File: src/hw/rtl/dqpb_pkg.sv
// ============================================================================
// DNS query packet builder package
// Shared constants, datapath operation codes, command and status structures.
// ============================================================================
package dqpb_pkg;

    // Packet layout constants
    localparam int unsigned HDR_LEN    = 12;
    localparam int unsigned ARPA_LEN   = 13;
    localparam int unsigned TAIL_LEN   = 5;
    localparam int unsigned MAX_NAME   = 255;
    localparam int unsigned ADDR_CHARS = 16;
    localparam int unsigned ADDR_W     = $clog2(ADDR_CHARS);
    localparam int unsigned LABEL_MAX  = 63;
    localparam int unsigned CNT_W      = 4;

    localparam logic [7:0] CHAR_DOT  = 8'h2E;
    localparam logic [7:0] QTYPE_A   = 8'h01;
    localparam logic [7:0] QTYPE_PTR = 8'h0C;
    localparam logic [7:0] QCLASS_IN = 8'h01;

    // Datapath operation codes
    typedef logic [3:0] dqpb_op_t;
    localparam dqpb_op_t OP_NONE  = 4'd0;
    localparam dqpb_op_t OP_LOAD  = 4'd1;
    localparam dqpb_op_t OP_HDR   = 4'd2;
    localparam dqpb_op_t OP_FCHAR = 4'd3;
    localparam dqpb_op_t OP_CLOSE = 4'd4;
    localparam dqpb_op_t OP_ERROR = 4'd5;
    localparam dqpb_op_t OP_BUFWR = 4'd6;
    localparam dqpb_op_t OP_RSTEP = 4'd7;
    localparam dqpb_op_t OP_RLEN  = 4'd8;
    localparam dqpb_op_t OP_RBYTE = 4'd9;
    localparam dqpb_op_t OP_ARPA  = 4'd10;
    localparam dqpb_op_t OP_TAIL  = 4'd11;
    localparam dqpb_op_t OP_MARK  = 4'd12;

    // Controller to datapath
    typedef struct packed {
        dqpb_op_t op;
        logic     mem_rd;   // read the address buffer this cycle
        logic     rd_byte;  // 1: read at the byte pointer, 0: at the scan pointer
    } dqpb_cmd_t;

    // Datapath to controller
    typedef struct packed {
        logic first_pending;
        logic error_seen;
        logic reverse_mode;
        logic last_char;
        logic is_dot;
        logic count_zero;
        logic label_full;
        logic fits_char;
        logic fits_dot;
        logic buf_full;
        logic hdr_done;
        logic arpa_done;
        logic tail_done;
        logic p_zero;
        logic rd_is_dot;
        logic seg_nonempty;
        logic k_more;
        logic out_free;
    } dqpb_stat_t;

    // Fixed header bytes; the ID comes from the configuration register.
    function automatic logic [7:0] hdr_byte(input logic [CNT_W-1:0] idx,
                                            input logic [15:0] id);
        logic [7:0] b;
        b = 8'h00;
        case (idx)
            4'd0:    b = id[15:8];
            4'd1:    b = id[7:0];
            4'd2:    b = 8'h01;
            4'd5:    b = 8'h01;
            default: b = 8'h00;
        endcase
        return b;
    endfunction

    // Encoded "in-addr.arpa" suffix.
    function automatic logic [7:0] arpa_byte(input logic [CNT_W-1:0] idx);
        logic [7:0] b;
        b = 8'h00;
        case (idx)
            4'd0:    b = 8'd7;
            4'd1:    b = "i";
            4'd2:    b = "n";
            4'd3:    b = "-";
            4'd4:    b = "a";
            4'd5:    b = "d";
            4'd6:    b = "d";
            4'd7:    b = "r";
            4'd8:    b = 8'd4;
            4'd9:    b = "a";
            4'd10:   b = "r";
            4'd11:   b = "p";
            4'd12:   b = "a";
            default: b = 8'h00;
        endcase
        return b;
    endfunction

endpackage

File: src/hw/rtl/dqpb_ctrl.sv
// ============================================================================
// DNS query packet builder controller
// Sequences header, label encoding, reverse address scan and packet tail.
// ============================================================================
module dqpb_ctrl (
    input  logic                clk,
    input  logic                rst_n,
    input  logic                in_valid,
    output logic                in_ready,
    input  dqpb_pkg::dqpb_stat_t stat,
    output dqpb_pkg::dqpb_cmd_t  cmd
);
    import dqpb_pkg::*;

    localparam logic [3:0] S_IDLE  = 4'd0;
    localparam logic [3:0] S_HDR   = 4'd1;
    localparam logic [3:0] S_CHAR  = 4'd2;
    localparam logic [3:0] S_CLOSE = 4'd3;
    localparam logic [3:0] S_TAIL  = 4'd4;
    localparam logic [3:0] S_MARK  = 4'd5;
    localparam logic [3:0] S_RSCAN = 4'd6;
    localparam logic [3:0] S_RCHK  = 4'd7;
    localparam logic [3:0] S_RLEN  = 4'd8;
    localparam logic [3:0] S_KRD   = 4'd9;
    localparam logic [3:0] S_RBYTE = 4'd10;
    localparam logic [3:0] S_ARPA  = 4'd11;

    logic [3:0] state_reg;
    logic [3:0] state_next;

    // State register.
    always_ff @(posedge clk or negedge rst_n)
    begin
        if (!rst_n)
        begin
            state_reg <= S_IDLE;
        end
        else
        begin
            state_reg <= state_next;
        end
    end

    assign in_ready = (state_reg == S_IDLE);

    // Next state and datapath command.
    always_comb
    begin
        state_next  = state_reg;
        cmd.op      = OP_NONE;
        cmd.mem_rd  = 1'b0;
        cmd.rd_byte = 1'b0;
        unique case (state_reg)
            S_IDLE:
            begin
                if (in_valid)
                begin
                    cmd.op     = OP_LOAD;
                    state_next = stat.first_pending ? S_HDR : S_CHAR;
                end
            end
            S_HDR:
            begin
                if (stat.out_free)
                begin
                    cmd.op = OP_HDR;
                    if (stat.hdr_done)
                    begin
                        state_next = S_CHAR;
                    end
                end
            end
            S_CHAR:
            begin
                if (stat.error_seen)
                begin
                    state_next = stat.last_char ? S_MARK : S_IDLE;
                end
                else if (stat.reverse_mode)
                begin
                    if (stat.buf_full)
                    begin
                        cmd.op     = OP_ERROR;
                        state_next = stat.last_char ? S_MARK : S_IDLE;
                    end
                    else
                    begin
                        cmd.op     = OP_BUFWR;
                        state_next = stat.last_char ? S_RSCAN : S_IDLE;
                    end
                end
                else if (stat.is_dot)
                begin
                    // A final dot after a closed label only marks the root.
                    if (stat.last_char && stat.count_zero)
                    begin
                        state_next = S_TAIL;
                    end
                    else if (!stat.fits_dot)
                    begin
                        cmd.op     = OP_ERROR;
                        state_next = stat.last_char ? S_MARK : S_IDLE;
                    end
                    else if (stat.out_free)
                    begin
                        cmd.op     = OP_CLOSE;
                        state_next = stat.last_char ? S_TAIL : S_IDLE;
                    end
                end
                else if (stat.label_full || !stat.fits_char)
                begin
                    cmd.op     = OP_ERROR;
                    state_next = stat.last_char ? S_MARK : S_IDLE;
                end
                else if (stat.out_free)
                begin
                    cmd.op     = OP_FCHAR;
                    state_next = stat.last_char ? S_CLOSE : S_IDLE;
                end
            end
            S_CLOSE:
            begin
                if (stat.out_free)
                begin
                    cmd.op     = OP_CLOSE;
                    state_next = S_TAIL;
                end
            end
            S_RSCAN:
            begin
                if (stat.p_zero)
                begin
                    state_next = S_RLEN;
                end
                else
                begin
                    cmd.mem_rd = 1'b1;
                    state_next = S_RCHK;
                end
            end
            S_RCHK:
            begin
                if (stat.rd_is_dot)
                begin
                    state_next = S_RLEN;
                end
                else
                begin
                    cmd.op     = OP_RSTEP;
                    state_next = S_RSCAN;
                end
            end
            S_RLEN:
            begin
                if (stat.out_free)
                begin
                    cmd.op = OP_RLEN;
                    if (stat.seg_nonempty)
                    begin
                        state_next = S_KRD;
                    end
                    else
                    begin
                        state_next = stat.p_zero ? S_ARPA : S_RSCAN;
                    end
                end
            end
            S_KRD:
            begin
                cmd.mem_rd  = 1'b1;
                cmd.rd_byte = 1'b1;
                state_next  = S_RBYTE;
            end
            S_RBYTE:
            begin
                if (stat.out_free)
                begin
                    cmd.op = OP_RBYTE;
                    if (stat.k_more)
                    begin
                        state_next = S_KRD;
                    end
                    else
                    begin
                        state_next = stat.p_zero ? S_ARPA : S_RSCAN;
                    end
                end
            end
            S_ARPA:
            begin
                if (stat.out_free)
                begin
                    cmd.op = OP_ARPA;
                    if (stat.arpa_done)
                    begin
                        state_next = S_TAIL;
                    end
                end
            end
            S_TAIL:
            begin
                if (stat.out_free)
                begin
                    cmd.op = OP_TAIL;
                    if (stat.tail_done)
                    begin
                        state_next = S_IDLE;
                    end
                end
            end
            S_MARK:
            begin
                if (stat.out_free)
                begin
                    cmd.op     = OP_MARK;
                    state_next = S_IDLE;
                end
            end
            default:
            begin
                state_next = S_IDLE;
            end
        endcase
    end

endmodule

File: src/hw/rtl/dqpb_datapath.sv
// ============================================================================
// DNS query packet builder datapath
// Name state, address buffer, sequence counters and the output register.
// ============================================================================
module dqpb_datapath (
    input  logic                 clk,
    input  logic                 rst_n,
    input  logic                 cfg_wr_en,
    input  logic [15:0]          cfg_wr_data,
    input  logic [7:0]           char_byte,
    input  logic                 last_char,
    input  logic                 reverse_lookup,
    input  logic                 out_ready,
    output logic                 out_valid,
    output logic [8:0]           byte_offset,
    output logic [7:0]           byte_value,
    output logic                 last_byte,
    output logic                 name_error,
    input  dqpb_pkg::dqpb_cmd_t  cmd,
    output dqpb_pkg::dqpb_stat_t stat
);
    import dqpb_pkg::*;

    localparam logic [9:0] FIT_LIMIT = 10'(MAX_NAME + 10);

    // Configuration and item registers
    logic [15:0]       query_id_reg;
    logic [7:0]        char_reg;
    logic              last_reg;

    // Name encoding state
    logic [8:0]        label_start_reg;
    logic [5:0]        label_count_reg;
    logic [ADDR_W-1:0] addr_count_reg;
    logic              reverse_mode_reg;
    logic              first_pending_reg;
    logic              error_seen_reg;

    // Sequencing: phase counter, scan pointer, segment end, byte pointer
    logic [CNT_W-1:0]  cnt_reg;
    logic [ADDR_W-1:0] p_reg;
    logic [ADDR_W-1:0] end_reg;
    logic [ADDR_W-1:0] k_reg;

    // Address buffer
    logic [7:0]        addr_mem [ADDR_CHARS];
    logic [7:0]        rd_data_reg;
    logic [ADDR_W-1:0] rd_addr;

    // Output register
    logic              out_valid_reg;
    logic [8:0]        out_off_reg;
    logic [7:0]        out_val_reg;
    logic              out_last_reg;
    logic              out_err_reg;

    logic              emit;
    logic [8:0]        emit_off;
    logic [7:0]        emit_val;
    logic              emit_last;
    logic              emit_err;
    logic              restart;
    logic [7:0]        qtype;
    logic              close_seg;
    logic [ADDR_W:0]   k_plus;

    // Status toward the controller.
    assign k_plus              = {1'b0, k_reg} + 1'b1;
    assign stat.first_pending  = first_pending_reg;
    assign stat.error_seen     = error_seen_reg;
    assign stat.reverse_mode   = reverse_mode_reg;
    assign stat.last_char      = last_reg;
    assign stat.is_dot         = (char_reg == CHAR_DOT);
    assign stat.count_zero     = (label_count_reg == 6'd0);
    assign stat.label_full     = (label_count_reg == 6'(LABEL_MAX));
    assign stat.fits_char      = ({1'b0, label_start_reg} + 10'(label_count_reg) + 10'd1)
                                 <= FIT_LIMIT;
    assign stat.fits_dot       = ({1'b0, label_start_reg} <= FIT_LIMIT);
    assign stat.buf_full       = (addr_count_reg == ADDR_W'(ADDR_CHARS - 1));
    assign stat.hdr_done       = (cnt_reg == CNT_W'(HDR_LEN - 1));
    assign stat.arpa_done      = (cnt_reg == CNT_W'(ARPA_LEN - 1));
    assign stat.tail_done      = (cnt_reg == CNT_W'(TAIL_LEN - 1));
    assign stat.p_zero         = (p_reg == '0);
    assign stat.rd_is_dot      = (rd_data_reg == CHAR_DOT);
    assign stat.seg_nonempty   = (p_reg < end_reg);
    assign stat.k_more         = (k_plus < {1'b0, end_reg});
    assign stat.out_free       = !out_valid_reg || out_ready;

    assign qtype   = reverse_mode_reg ? QTYPE_PTR : QTYPE_A;
    assign restart = (cmd.op == OP_MARK) || ((cmd.op == OP_TAIL) && stat.tail_done);

    // A finished reverse segment moves the scan past its dot.
    assign close_seg = !stat.p_zero &&
                       (((cmd.op == OP_RLEN) && !stat.seg_nonempty) ||
                        ((cmd.op == OP_RBYTE) && !stat.k_more));

    // Result byte selection.
    always_comb
    begin
        emit      = 1'b1;
        emit_off  = label_start_reg;
        emit_val  = 8'h00;
        emit_last = 1'b0;
        emit_err  = 1'b0;
        case (cmd.op)
            OP_HDR:
            begin
                emit_off = 9'(cnt_reg);
                emit_val = hdr_byte(cnt_reg, query_id_reg);
            end
            OP_FCHAR:
            begin
                emit_off = label_start_reg + 9'(label_count_reg) + 9'd1;
                emit_val = char_reg;
            end
            OP_CLOSE:
            begin
                emit_val = 8'(label_count_reg);
            end
            OP_RLEN:
            begin
                emit_val = 8'(end_reg - p_reg);
            end
            OP_RBYTE:
            begin
                emit_val = rd_data_reg;
            end
            OP_ARPA:
            begin
                emit_val = arpa_byte(cnt_reg);
            end
            OP_TAIL:
            begin
                emit_off  = label_start_reg + 9'(cnt_reg);
                emit_last = stat.tail_done;
                if (cnt_reg == 4'd2)
                begin
                    emit_val = qtype;
                end
                else if (stat.tail_done)
                begin
                    emit_val = QCLASS_IN;
                end
            end
            OP_MARK:
            begin
                emit_off  = 9'd0;
                emit_last = 1'b1;
                emit_err  = 1'b1;
            end
            default:
            begin
                emit = 1'b0;
            end
        endcase
    end

    // Configuration register.
    always_ff @(posedge clk or negedge rst_n)
    begin
        if (!rst_n)
        begin
            query_id_reg <= 16'h0000;
        end
        else if (cfg_wr_en)
        begin
            query_id_reg <= cfg_wr_data;
        end
    end

    // Item payload, latched on transfer.
    always_ff @(posedge clk)
    begin
        if (cmd.op == OP_LOAD)
        begin
            char_reg <= char_byte;
            last_reg <= last_char;
        end
    end

    // Name encoding state and sequencing counters.
    always_ff @(posedge clk or negedge rst_n)
    begin
        if (!rst_n)
        begin
            label_start_reg   <= 9'(HDR_LEN);
            label_count_reg   <= '0;
            addr_count_reg    <= '0;
            reverse_mode_reg  <= 1'b0;
            first_pending_reg <= 1'b1;
            error_seen_reg    <= 1'b0;
            cnt_reg           <= '0;
            p_reg             <= '0;
            end_reg           <= '0;
            k_reg             <= '0;
        end
        else if (restart)
        begin
            label_start_reg   <= 9'(HDR_LEN);
            label_count_reg   <= '0;
            addr_count_reg    <= '0;
            reverse_mode_reg  <= 1'b0;
            first_pending_reg <= 1'b1;
            error_seen_reg    <= 1'b0;
            cnt_reg           <= '0;
        end
        else
        begin
            case (cmd.op)
                OP_LOAD:
                begin
                    if (first_pending_reg)
                    begin
                        reverse_mode_reg  <= reverse_lookup;
                        first_pending_reg <= 1'b0;
                    end
                end
                OP_HDR:
                begin
                    cnt_reg <= stat.hdr_done ? '0 : cnt_reg + 1'b1;
                end
                OP_FCHAR:
                begin
                    label_count_reg <= label_count_reg + 6'd1;
                end
                OP_CLOSE:
                begin
                    label_start_reg <= label_start_reg + 9'(label_count_reg) + 9'd1;
                    label_count_reg <= '0;
                end
                OP_ERROR:
                begin
                    error_seen_reg <= 1'b1;
                end
                OP_BUFWR:
                begin
                    addr_count_reg <= addr_count_reg + 1'b1;
                    p_reg          <= addr_count_reg + 1'b1;
                    end_reg        <= addr_count_reg + 1'b1;
                end
                OP_RSTEP:
                begin
                    p_reg <= p_reg - 1'b1;
                end
                OP_RLEN:
                begin
                    label_start_reg <= label_start_reg + 9'd1;
                    k_reg           <= p_reg;
                end
                OP_RBYTE:
                begin
                    label_start_reg <= label_start_reg + 9'd1;
                    k_reg           <= k_plus[ADDR_W-1:0];
                end
                OP_ARPA:
                begin
                    label_start_reg <= label_start_reg + 9'd1;
                    cnt_reg         <= stat.arpa_done ? '0 : cnt_reg + 1'b1;
                end
                OP_TAIL:
                begin
                    cnt_reg <= cnt_reg + 1'b1;
                end
                default:
                begin
                end
            endcase
            if (close_seg)
            begin
                end_reg <= p_reg - 1'b1;
                p_reg   <= p_reg - 1'b1;
            end
        end
    end

    // Address buffer: one write port, one registered read port.
    assign rd_addr = cmd.rd_byte ? k_reg : p_reg - 1'b1;

    always_ff @(posedge clk)
    begin
        if (cmd.op == OP_BUFWR)
        begin
            addr_mem[addr_count_reg] <= char_reg;
        end
        if (cmd.mem_rd)
        begin
            rd_data_reg <= addr_mem[rd_addr];
        end
    end

    // Output register control.
    always_ff @(posedge clk or negedge rst_n)
    begin
        if (!rst_n)
        begin
            out_valid_reg <= 1'b0;
        end
        else if (emit)
        begin
            out_valid_reg <= 1'b1;
        end
        else if (out_ready)
        begin
            out_valid_reg <= 1'b0;
        end
    end

    // Output register payload.
    always_ff @(posedge clk)
    begin
        if (emit)
        begin
            out_off_reg  <= emit_off;
            out_val_reg  <= emit_val;
            out_last_reg <= emit_last;
            out_err_reg  <= emit_err;
        end
    end

    assign out_valid   = out_valid_reg;
    assign byte_offset = out_off_reg;
    assign byte_value  = out_val_reg;
    assign last_byte   = out_last_reg;
    assign name_error  = out_err_reg;

endmodule

File: src/hw/rtl/dns_query_packet_builder.sv
// ============================================================================
// DNS query packet builder
// Encodes a dotted query name, one character per transfer, into DNS query
// packet bytes given as offset and value pairs.
// ============================================================================
//
//  Channel   Handshake              Payload
//  -------   ---------------------  ------------------------------------------
//  config    cfg_wr_en              cfg_wr_data (query ID)
//  input     in_valid / in_ready    char_byte, last_char, reverse_lookup
//  output    out_valid / out_ready  byte_offset, byte_value, last_byte,
//                                   name_error
//
//  A forward-mode character is taken in the idle state and encoded in the
//  character state. The first character of a query first passes the header state.
//  A reverse lookup ends with a scan of the address buffer through its single
//  read port: a backward search for each dot, then a length byte and the copied
//  bytes of each segment, then the suffix bytes and the tail bytes.
//  Any emitting step waits while the output register holds an untaken byte.
//  Reset clears all query state; the final byte of each packet restores it.
//
module dns_query_packet_builder (
    input  logic        clk,
    input  logic        rst_n,
    input  logic        cfg_wr_en,
    input  logic [15:0] cfg_wr_data,
    input  logic        in_valid,
    output logic        in_ready,
    input  logic [7:0]  char_byte,
    input  logic        last_char,
    input  logic        reverse_lookup,
    output logic        out_valid,
    input  logic        out_ready,
    output logic [8:0]  byte_offset,
    output logic [7:0]  byte_value,
    output logic        last_byte,
    output logic        name_error
);
    import dqpb_pkg::*;

    dqpb_cmd_t  cmd;
    dqpb_stat_t stat;

    // Sequencer.
    dqpb_ctrl u_ctrl (
        .clk      (clk),
        .rst_n    (rst_n),
        .in_valid (in_valid),
        .in_ready (in_ready),
        .stat     (stat),
        .cmd      (cmd)
    );

    // Datapath.
    dqpb_datapath u_datapath (
        .clk            (clk),
        .rst_n          (rst_n),
        .cfg_wr_en      (cfg_wr_en),
        .cfg_wr_data    (cfg_wr_data),
        .char_byte      (char_byte),
        .last_char      (last_char),
        .reverse_lookup (reverse_lookup),
        .out_ready      (out_ready),
        .out_valid      (out_valid),
        .byte_offset    (byte_offset),
        .byte_value     (byte_value),
        .last_byte      (last_byte),
        .name_error     (name_error),
        .cmd            (cmd),
        .stat           (stat)
    );

    // The error marker is always a zero byte at offset zero that ends the packet.
    assert property (@(posedge clk) disable iff (!rst_n)
        out_valid && name_error |-> last_byte && byte_offset == 9'd0 && byte_value == 8'd0)
        else $error("error marker carries wrong fields");

    // A good packet never ends before the shortest tail, which finishes at offset 16.
    assert property (@(posedge clk) disable iff (!rst_n)
        out_valid && last_byte && !name_error |-> byte_offset >= 9'd16)
        else $error("packet ended inside header or name");

    // Every accepted character is worked on before the next one is taken.
    assert property (@(posedge clk) disable iff (!rst_n)
        in_valid && in_ready |=> !in_ready)
        else $error("input taken on consecutive cycles");

    // The backward search never reads below the start of the buffer.
    assert property (@(posedge clk) disable iff (!rst_n)
        cmd.mem_rd && !cmd.rd_byte |-> !stat.p_zero)
        else $error("address scan read below buffer start");

    // A byte is loaded only into a free output register.
    assert property (@(posedge clk) disable iff (!rst_n)
        (cmd.op == OP_HDR || cmd.op == OP_FCHAR || cmd.op == OP_CLOSE ||
         cmd.op == OP_RLEN || cmd.op == OP_RBYTE || cmd.op == OP_ARPA ||
         cmd.op == OP_TAIL || cmd.op == OP_MARK) |-> stat.out_free)
        else $error("output register overwritten");

endmodule

File: config.mk
export PLATFORM = sky130hd
export DESIGN_NAME = dns_query_packet_builder
export DESIGN_NICKNAME = d
export VERILOG_FILES = /design/src/hw/rtl/dqpb_pkg.sv /design/src/hw/rtl/dqpb_ctrl.sv /design/src/hw/rtl/dqpb_datapath.sv /design/src/hw/rtl/dns_query_packet_builder.sv
export SDC_FILE = /design/constraint.sdc
export NUM_CORES = 1
export LEC_CHECK = 0
export BUFFER_PORTS_ARGS = -buffer_cell sky130_fd_sc_hd__buf_4
export CORE_AREA = 2 2 135 137
export CTS_CLUSTER_SIZE = 24
export DETAILED_ROUTE_END_ITERATION = 10
export DIE_AREA = 0 0 137 139
export PLACE_DENSITY = 0.92
export SYNTH_ARGS = -nofsm -noshare
export SYNTH_HDL_FRONTEND = slang
export SYNTH_SLANG_ARGS = --single-unit
File: constraint.sdc
create_clock -name clk -period 6.5 [get_ports clk]
set_input_delay 0 -clock clk [delete_from_list [all_inputs] [get_ports clk]]
set_output_delay 0 -clock clk [all_outputs]
set_load 0.02 [all_outputs]
==> results of run 1 <==
-- synthesized netlist by cell type, types with 8 or more instances --
cell / count / area share, %
nor3_1: 27 / 1.2
edfxtp_1: 164 / 43
o211ai_1: 10 / 0.66
nand2_1: 73 / 2.4
mux4_2: 32 / 6.3
a221o_1: 8 / 0.70
mux2_2: 24 / 2.4
and2_1: 8 / 0.44
nand2b_1: 14 / 0.77
nor2_1: 58 / 1.9
a22oi_1: 10 / 0.66
a31oi_1: 9 / 0.49
xnor2_1: 8 / 0.61
nor2b_1: 12 / 0.66
nand3_1: 25 / 1.1
o21ai_0: 46 / 2.0
buf_2: 12 / 0.53
and3_1: 13 / 0.71
xor2_1: 8 / 0.61
ha_1: 33 / 3.6
clkbuf_1: 25 / 0.82
a21oi_1: 36 / 1.6
inv_1: 35 / 1.2
mux2i_1: 17 / 1.5
dfrtp_1: 56 / 12
-- repair_timing --
item                                   CTS  global route
setup buffers                            0             0
resized for setup                        0             0
endpoints found under the hold margin   83             0
hold buffers                            43             0
-- layout make-up --
type	count	area, um2	area share, %
clock buffer	27	612	4.62
clock inverter	16	168	1.27
inverter	36	135	1.02
multi-input combinational	617	4710	35.5
sequential	223	6400	48.4
tap	229	287	2.16
timing repair buffer	109	926	6.99
-- routing by layer --
metal / vias up / routed length [um] / track usage, %
li1: 3717 / - / -
met1: 4234 / 11800 / 45.8
met2: 712 / 15200 / 55.4
met3: 153 / 3490 / 7.46
met4: 0 / 1810 / 16.9
met5: - / 0 / 0
-- critical path, stage by stage (launching register included) --
cell and delay [ps]:
dfrtp_1 440, inv_1 150, ha_1 170, inv_1 60, fa_1 460, a211oi_2 370, or3b_1 170, nand3_1 120
nor3_1 450, a21oi_2 150, nor3_2 310, and2_1 730, nor2_1 140, nand2_1 670
-- power by group through the flow --
stage,clock (mW),sequential (mW),combinational (mW)
after floorplan,0,2.17,2.33
after global placement,0,2.28,3.02
after detailed placement,0,2.30,3.14
after CTS,1.34,2.28,3.23
after global routing,1.40,2.33,3.56
final,1.34,2.31,3.35
-- cell families (layout without fill, tap and decap cells) --
kind of cell               after synthesis  after routing
adders and majority gates               36             36
AOI/OAI and AO/OA                      215            215
muxes                                   73             73
DFF                                    223            223
buffers and inverters                   83            188
and+or+nand+nor                        269            269
other                                    1              8
xor gates and xnor gates                16             16
-- final timing paths --
check / end / slack, ps / cells past startpoint
max: u_datapath.byte_value[6]$_DFFE_PP_ / 1720 / 13
min: u_datapath.query_id_reg[8]$_DFFE_PN0P_ / 90 / 2
max reg2reg: u_datapath.byte_value[6]$_DFFE_PP_ / 1720 / 13
min reg2reg: u_datapath.first_pending_reg$_DFFE_PN1P_ / 550 / 2
max in group asynchronous: u_datapath.query_id_reg[5]$_DFFE_PN0P_ / 5890 / 2
min in group clk: u_datapath.char_reg[2]$_DFFE_PN_ / 170 / 2
-- placed cells by master, fill, tap and decap left out, drive strengths merged, types with 6 or more instances in the layout --
master       Yosys  routed
nor3            29      29
xnor2            8       8
a211oi          10      10
conb             1       8
a221o            8       8
mux4            32      32
buf             21      66
a31oi            9       9
and3            13      13
inv             35      37
and2             8       8
mux2i           17      17
mux2            24      24
o211ai          11      11
a21boi           6       6
nor2            59      59
a22oi           10      10
clkinv           1      10
dfrtp           56      56
edfxtp         164     164
nand2           73      73
nor2b           12      12
a21o             7       7
nand4            7       7
clkbuf          26      27
dlygate4sd3      0      43
ha              33      33
nand3           25      25
o21ai           51      51
nand2b          14      14
a21oi           38      38
xor2             8       8
o22ai            6       6
==> flow_summary_export.csv, run 1 <==
group,metric,value,unit
detailed_routing,routed_wl,32300,um
yosys,postSynth.asyncResetShare,26.5,%
clock_tree,cts_tree,"done",
global_routing,grt_overflow_total,0,
sta,holdWs,89.2,ps
finish,antenna_cells,0,
yosys,synth-compound-area-share,13.4,%
worst_setup_path,end_kind,"flip-flop",
clock_tree,cts-root-buf,"clkbuf_16",
yosys,synth_warnings,0,
detailed_routing,vias_per_cell,7.01,
detailed_routing,ant_nets,0,
worst_setup_path,crit_path_start_kind,"flip-flop",
detailed_routing,wl_per_cell,25.7,um
clock_tree,clk_latency,550,ps
placed_design,place.port_buffers,51,
power_and_ir_drop,intPower,4.02,mW
placed_design,placed_cell_area,12000,um2
yosys,postSynthAreaPerCell,12.5,um2
yosys,synth_cells,916,
finish,nFillCells,1044,
sta,worst_slack,1720,ps
sta,worst_pin_slew,1480,ps
yosys,synth_xor_area_share,1.23,%
worst_setup_path,r2r-start,"u_datapath.label_start_reg[0]$_DFFE_PN0P_",
yosys,synthSimpleGateAreaFrac,11.9,%
detailed_routing,drc,0,
yosys,synth-seq-cells,223,
clock_tree,cts_made_buffers,24,
worst_setup_path,path_max_fanout,20,
min_path,hold_class,"input port to asynchronous set/reset pin",
yosys,ys_types,90,
floorplanning,fp.dieW,137,um
worst_setup_path,arrival,4920,ps
clock_tree,cts.sinks,223,
worst_setup_path,critical_path_class,"flip-flop to flip-flop",
sta,final_hold_viol_count,0,
detailed_routing,via_count,8816,
yosys,synth_edf_count,164,
finish,instances_no_fill,1257,
finish,drive_above_1_share,18.3,%
floorplanning,start_util,64.6,%
power_and_ir_drop,ir_worst_vdd,0.471,mV
status,status,"finished, violations left",
yosys,synth_top_family_by_area,"compound AO/OA/AOI/OAI gates",
sta,slew_headroom,-1.16,%
sta,drv_slew,1,
placed_design,gp_congestion,1.01,
detailed_routing,dr.pass1.iters,9,
floorplanning,dieArea,19000,um2
sta,fin_setup_tns,0,ps
sta,period_needed,4780,ps
floorplanning,die_h,139,um
job,cap_violations,1,
global_routing,grt_usage,34.9,%
finish,area_growth,16.0,%
power_and_ir_drop,leakage,5.00,nW
placed_design,dpl.hpwl,19900,um
yosys,syn-cell-area,11400,um2
placed_design,placed_cells,1171,
finish,largest_reg_flops,128,
power_and_ir_drop,power_switching,2.98,mW
power_and_ir_drop,sw_frac_of_total,42.6,%
floorplanning,core,17700,um2
sta,rsz0062_at_grt,"no",
power_and_ir_drop,power.total,7.00,mW
finish,final_util,75.0,%
placed_design,pre_cts_ws,1840,ps
finish,finalInstanceArea,13200,um2
sta,setup_violations,0,
global_routing,grt_max_degree,60,
yosys,muxShareOfSynthArea,10.2,%
clock_tree,clkTransAtPathRegs,70,ps
power_and_ir_drop,pwr-share-comb,47.8,%
floorplanning,num_rows,49,
worst_setup_path,cp.required,6650,ps
power_and_ir_drop,seq_power_share,33.0,%
global_routing,grt_pass1_vias,8812,
status,violations,"max-capacitance violations, max-slew violations",
yosys,synthFlopType,"edfxtp_1",
detailed_routing,drt-initial-drc-count,1207,
clock_tree,htreeDepth,1,
power_and_ir_drop,p_clk_share,19.2,%
floorplanning,io_pins,52,
power_and_ir_drop,p_per_area,529,nW/um2
clock_tree,clockBufferDepth,3,
yosys,synth_adder_area_share,4.15,%
yosys,synth-seq-area-share,56.1,%
worst_setup_path,startpoint,"u_datapath.label_start_reg[0]$_DFFE_PN0P_",
sta,min_period_over_period,73.5,%
finish,nets,1078,
global_routing,grt_pass1_wl,50000,um
sta,skew,32.2,ps
sta,fmax,209,MHz
global_routing,antenna_found_initial,0,
(Power assumes the default switching activity.)
==> inputs of run 2 (changes only) <==
CORE_AREA = 2 2 146 148   (was 2 2 135 137)
DIE_AREA = 0 0 148 150   (was 0 0 137 139)
PLACE_DENSITY = 0.84   (was 0.92)
clock period = 4 ns   (was 6.5 ns; I/O delays follow)
==> flow_summary_export.csv, run 2 (same netlist as run 1, synthesis figures left out) <==
group,metric,value,unit
worst_setup_path,crit_chain,"inv_2, ha_1, inv_1, fa_2, a211oi_4, nor3_1, or4_4, a21boi_2, a2bb2oi_2, and2_1, buf_4, a222oi_1, mux2i_1",
clock_tree,clkTransAtPathRegs,60,ps
floorplanning,dieArea,22200,um2
sta,fmax,259,MHz
floorplanning,fp.dieW,148,um
global_routing,grt_overflow_total,0,
placed_design,place.port_buffers,51,
clock_tree,cts.sinks,223,
worst_setup_path,end_kind,"flip-flop",
floorplanning,io_pins,52,
global_routing,grt_pass1_wl,48200,um
detailed_routing,drc,0,
clock_tree,cts-root-buf,"clkbuf_16",
status,status,"finished clean",
sta,drv_slew,0,
detailed_routing,ant_nets,0,
clock_tree,clk_latency,530,ps
sta,min_period_over_period,96.4,%
power_and_ir_drop,pwr-share-comb,49.8,%
power_and_ir_drop,sw_frac_of_total,41.8,%
detailed_routing,wl_per_cell,23.6,um
worst_setup_path,cp.required,4230,ps
worst_setup_path,slowest_delay,570,ps
floorplanning,die_h,150,um
finish,nets,1096,
finish,largest_reg_flops,128,
sta,period_needed,3860,ps
sta,rsz0062_at_grt,"no",
worst_setup_path,arrival,4080,ps
global_routing,antenna_found_initial,0,
sta,worst_pin_slew,967,ps
power_and_ir_drop,intPower,6.64,mW
detailed_routing,via_count,8653,
finish,layout_common_cells,"edfxtp_1, buf_4, nand2_1, nor2_1, dfrtp_1",
detailed_routing,dr.pass1.iters,5,
power_and_ir_drop,leakage,5.08,nW
clock_tree,cts_made_buffers,23,
sta,fin_setup_tns,0,ps
power_and_ir_drop,power_switching,4.76,mW
global_routing,grt_usage,28.4,%
finish,nFillCells,1410,
global_routing,grt_pass1_vias,8465,
sta,holdWs,102,ps
job,cap_violations,0,
floorplanning,num_rows,53,
detailed_routing,vias_per_cell,6.56,
sta,skew,28.4,ps
worst_setup_path,path_max_fanout,8,
sta,slew_headroom,35.3,%
min_path,hold_class,"input port to asynchronous set/reset pin",
clock_tree,cts_tree,"done",
power_and_ir_drop,p_per_area,849,nW/um2
floorplanning,core,20700,um2
sta,setup_violations,0,
power_and_ir_drop,seq_power_share,31.8,%
placed_design,gp_congestion,0.930,
detailed_routing,routed_wl,31200,um
worst_setup_path,critPathSlowestCell,"or4_4",
worst_setup_path,critical_path_class,"flip-flop to flip-flop",
global_routing,grt_max_degree,60,
clock_tree,htreeDepth,1,
power_and_ir_drop,p_clk_share,18.4,%
detailed_routing,drt-initial-drc-count,1224,
sta,final_hold_viol_count,0,
finish,area_growth,17.7,%
finish,antenna_cells,0,
clock_tree,post_cts_buffers,0,
clock_tree,clockBufferDepth,3,
finish,drive_above_1_share,19.9,%
placed_design,dpl.hpwl,19700,um
power_and_ir_drop,ir_worst_vdd,0.483,mV
floorplanning,start_util,55.1,%
worst_setup_path,crit_path_start_kind,"flip-flop",
finish,final_common_cell,"edfxtp_1",
-- run 2: timing repair --
action	4_1_cts	5_1_grt
endpoints found under the hold margin	82	0
endpoints found under the setup margin	0	42
hold buffers	43	0
resized for setup	0	4
-- run 2: worst max-delay path, delay by kind of cell, from the launching register on --
kind,cells,cell delay (ps)
buffers and inverters,3,360
DFF,1,420
and+or+nand+nor,3,900
adders and majority gates,2,610
muxes,1,160
AOI/OAI and AO/OA,4,1100
-- run 2: layer usage --
layer / vias up / wire length [um] / GRT usage, %
met3: 107 / 2720 / 4.70
met1: 4254 / 11800 / 37.4
met4: 0 / 1320 / 10.8
li1: 3760 / - / -
met5: - / 0 / 0
met2: 532 / 15400 / 47.6
-- run 2: final timing paths --
path | startpoint | to | slack, ps | cells after the start
worst max-delay path | u_datapath.label_count_reg[0]$_DFFE_PN0P_ | u_datapath.byte_offset[0]$_DFFE_PP_ | 140 | 13
worst min-delay path | rst_n | u_datapath.label_start_reg[4]$_DFFE_PN0P_ | 100 | 2
worst max register to register | u_datapath.label_count_reg[0]$_DFFE_PN0P_ | u_datapath.byte_offset[0]$_DFFE_PP_ | 140 | 13
worst min register to register | u_datapath.first_pending_reg$_DFFE_PN1P_ | u_datapath.first_pending_reg$_DFFE_PN1P_ | 540 | 2
max in group asynchronous | rst_n | u_ctrl.state_reg[2]$_DFFE_PN0P_ | 3360 | 2
min in group clk | in_valid | u_datapath.last_reg$_DFFE_PN_ | 190 | 2
-- run 2: metrics by stage --
step,cell area [um2],utilization (%),setup WS [ps],total power [mW],instances
after detailed placement,12300,59.2,43.1,9.03,1236
final,13400,64.9,145,11.4,1320
after floorplan,11400,-,181,7.32,923
after global routing,13400,64.9,46.4,11.9,1320
after CTS,13400,64.8,24.4,11.2,1320
after global placement,12300,59.2,203,8.91,1236
-- run 2: final cells by class --
class,count,area [um2],area share (%)
Clock buffer,27,591,4.40
Clock inverter,14,139,1.03
Inverter,36,135,1.01
Multi-Input combinational cell,617,4720,35.2
Sequential cell,223,6400,47.7
Tap cell,275,344,2.56
Timing Repair Buffer,128,1090,8.14
-- run 2: power by group through the flow --
| stage | logic (mW) | registers [mW] | clock network [mW] |
|---|---|---|---|
| 2_1_floorplan | 3.79 | 3.53 | 0 |
| 3_3_place_gp | 5.30 | 3.60 | 0 |
| 3_5_place_dp | 5.42 | 3.62 | 0 |
| 4_1_cts | 5.52 | 3.58 | 2.10 |
| 5_1_grt | 6.09 | 3.66 | 2.20 |
| 6_report | 5.67 | 3.62 | 2.10 |
==> inputs of run 3 (changes only) <==
CTS_BUF_LIST = sky130_fd_sc_hd__clkbuf_16   (was default)
==> flow_summary_export.csv, run 3 (same netlist as run 1, synthesis figures left out) <==
group,metric,value,unit
detailed_routing,wl_per_cell,23.6,um
floorplanning,dieArea,22200,um2
sta,period_needed,3830,ps
finish,final_common_cell,"edfxtp_1",
placed_design,place.port_buffers,51,
detailed_routing,dr.pass1.iters,7,
sta,fin_setup_tns,0,ps
clock_tree,cts_tree,"done",
worst_setup_path,critPathSlowestCell,"or4_4",
finish,layout_common_cells,"edfxtp_1, buf_4, nand2_1, nor2_1, dfrtp_1",
sta,slew_headroom,35.8,%
floorplanning,core,20700,um2
worst_setup_path,path_max_fanout,8,
sta,rsz0062_at_grt,"no",
power_and_ir_drop,p_per_area,846,nW/um2
sta,worst_pin_slew,959,ps
floorplanning,die_h,150,um
detailed_routing,ant_nets,0,
detailed_routing,vias_per_cell,6.57,
status,status,"finished clean",
finish,final_util,64.9,%
clock_tree,htreeDepth,1,
power_and_ir_drop,power.total,11.4,mW
floorplanning,start_util,55.1,%
clock_tree,cts.sinks,223,
worst_setup_path,cp.required,4230,ps
sta,skew,29.4,ps
detailed_routing,via_count,8670,
worst_setup_path,cp_top_family,"compound AO/OA/AOI/OAI gates",
sta,drv_slew,0,
floorplanning,num_rows,53,
worst_setup_path,end_kind,"flip-flop",
worst_setup_path,critical_path_class,"flip-flop to flip-flop",
power_and_ir_drop,ir_worst_vdd,0.484,mV
power_and_ir_drop,leakage,5.10,nW
worst_setup_path,slowest_delay,570,ps
detailed_routing,drc,0,
placed_design,dpl.hpwl,19700,um
clock_tree,cts_made_buffers,23,
worst_setup_path,crit_chain,"inv_2, ha_1, inv_1, fa_2, a211oi_4, nor3_1, or4_4, a21boi_2, a2bb2oi_2, and2_1, buf_4, a222oi_1, mux2i_1",
sta,final_hold_viol_count,0,
global_routing,grt_pass1_vias,8460,
min_path,hold_class,"input port to asynchronous set/reset pin",
floorplanning,fp.dieW,148,um
worst_setup_path,cp_num_buf_inv,3,
clock_tree,clk_latency,530,ps
finish,drive_above_1_share,19.9,%
global_routing,antenna_found_initial,0,
clock_tree,clockBufferDepth,3,
finish,largest_reg_flops,128,
global_routing,grt_overflow_total,0,
floorplanning,io_pins,52,
detailed_routing,drt-initial-drc-count,1183,
sta,min_period_over_period,95.9,%
detailed_routing,routed_wl,31200,um
finish,nets,1096,
sta,holdWs,101,ps
sta,setup_violations,0,
finish,nFillCells,1410,
finish,area_growth,17.7,%
sta,fmax,261,MHz
worst_setup_path,arrival,4060,ps
finish,antenna_cells,0,
placed_design,gp_congestion,0.930,
global_routing,grt_max_degree,60,
worst_setup_path,crit_path_start_kind,"flip-flop",
global_routing,grt_pass1_wl,48200,um
clock_tree,cts-root-buf,"clkbuf_16",
global_routing,grt_usage,28.4,%
clock_tree,clkTransAtPathRegs,60,ps
job,cap_violations,0,
-- run 3: worst paths after layout --
check / from / end / slack, ps / depth (start not counted)
worst min register to register: u_datapath.first_pending_reg$_DFFE_PN1P_ / u_datapath.first_pending_reg$_DFFE_PN1P_ / 540 / 2
worst max-delay path: u_datapath.label_count_reg[0]$_DFFE_PN0P_ / u_datapath.byte_offset[0]$_DFFE_PP_ / 170 / 13
worst min-delay path: rst_n / u_datapath.label_start_reg[4]$_DFFE_PN0P_ / 100 / 2
min in group clk: in_valid / u_datapath.last_reg$_DFFE_PN_ / 200 / 2
max in group asynchronous: rst_n / u_datapath.k_reg[0]$_DFFE_PN0P_ / 3350 / 2
worst max register to register: u_datapath.label_count_reg[0]$_DFFE_PN0P_ / u_datapath.byte_offset[0]$_DFFE_PP_ / 170 / 13
-- run 3: repair_timing --
| item | 4_1_cts | 5_1_grt |
|---|---|---|
| buffers inserted | 0 | 0 |
| setup endpoints to repair | 0 | 42 |
| hold endpoints to repair | 82 | 0 |
| hold buffers | 43 | 0 |
| resized for setup | 0 | 4 |
-- run 3: report_power, final --
group / total, mW / leakage, nW / switching, mW / internal, mW
registers: 3.62 / 2.23 / 0.541 / 3.08
clock network: 2.09 / 0.363 / 0.904 / 1.18
logic: 5.66 / 2.51 / 3.30 / 2.36
-- run 3: layout make-up --
cell class | instances | area [um2] | share of cell area (%)
repair buffers | 128 | 1090 | 8.14
clock inverters | 18 | 154 | 1.15
multi-input cells | 617 | 4720 | 35.2
well taps | 275 | 344 | 2.56
flip-flops and latches | 223 | 6400 | 47.7
clock buffers | 23 | 576 | 4.29
inverters | 36 | 135 | 1.01
-- run 3: stage by stage --
stage	cells	instance area, um2	worst slack (ps)
after global routing	1320	13400	46.4
after CTS	1320	13400	24.4
after floorplan	923	11400	181
final	1320	13400	166
after detailed placement	1236	12300	43.1
after global placement	1236	12300	203
-- run 3: routing by layer --
| metal | GRT usage [%] | wire length (um) | share of wire (%) |
|---|---|---|---|
| met5 | 0 | 0 | 0 |
| met4 | 10.8 | 1300 | 4.2 |
| met3 | 4.70 | 2860 | 9.2 |
| met2 | 47.5 | 15400 | 49 |
| met1 | 37.5 | 11600 | 37 |
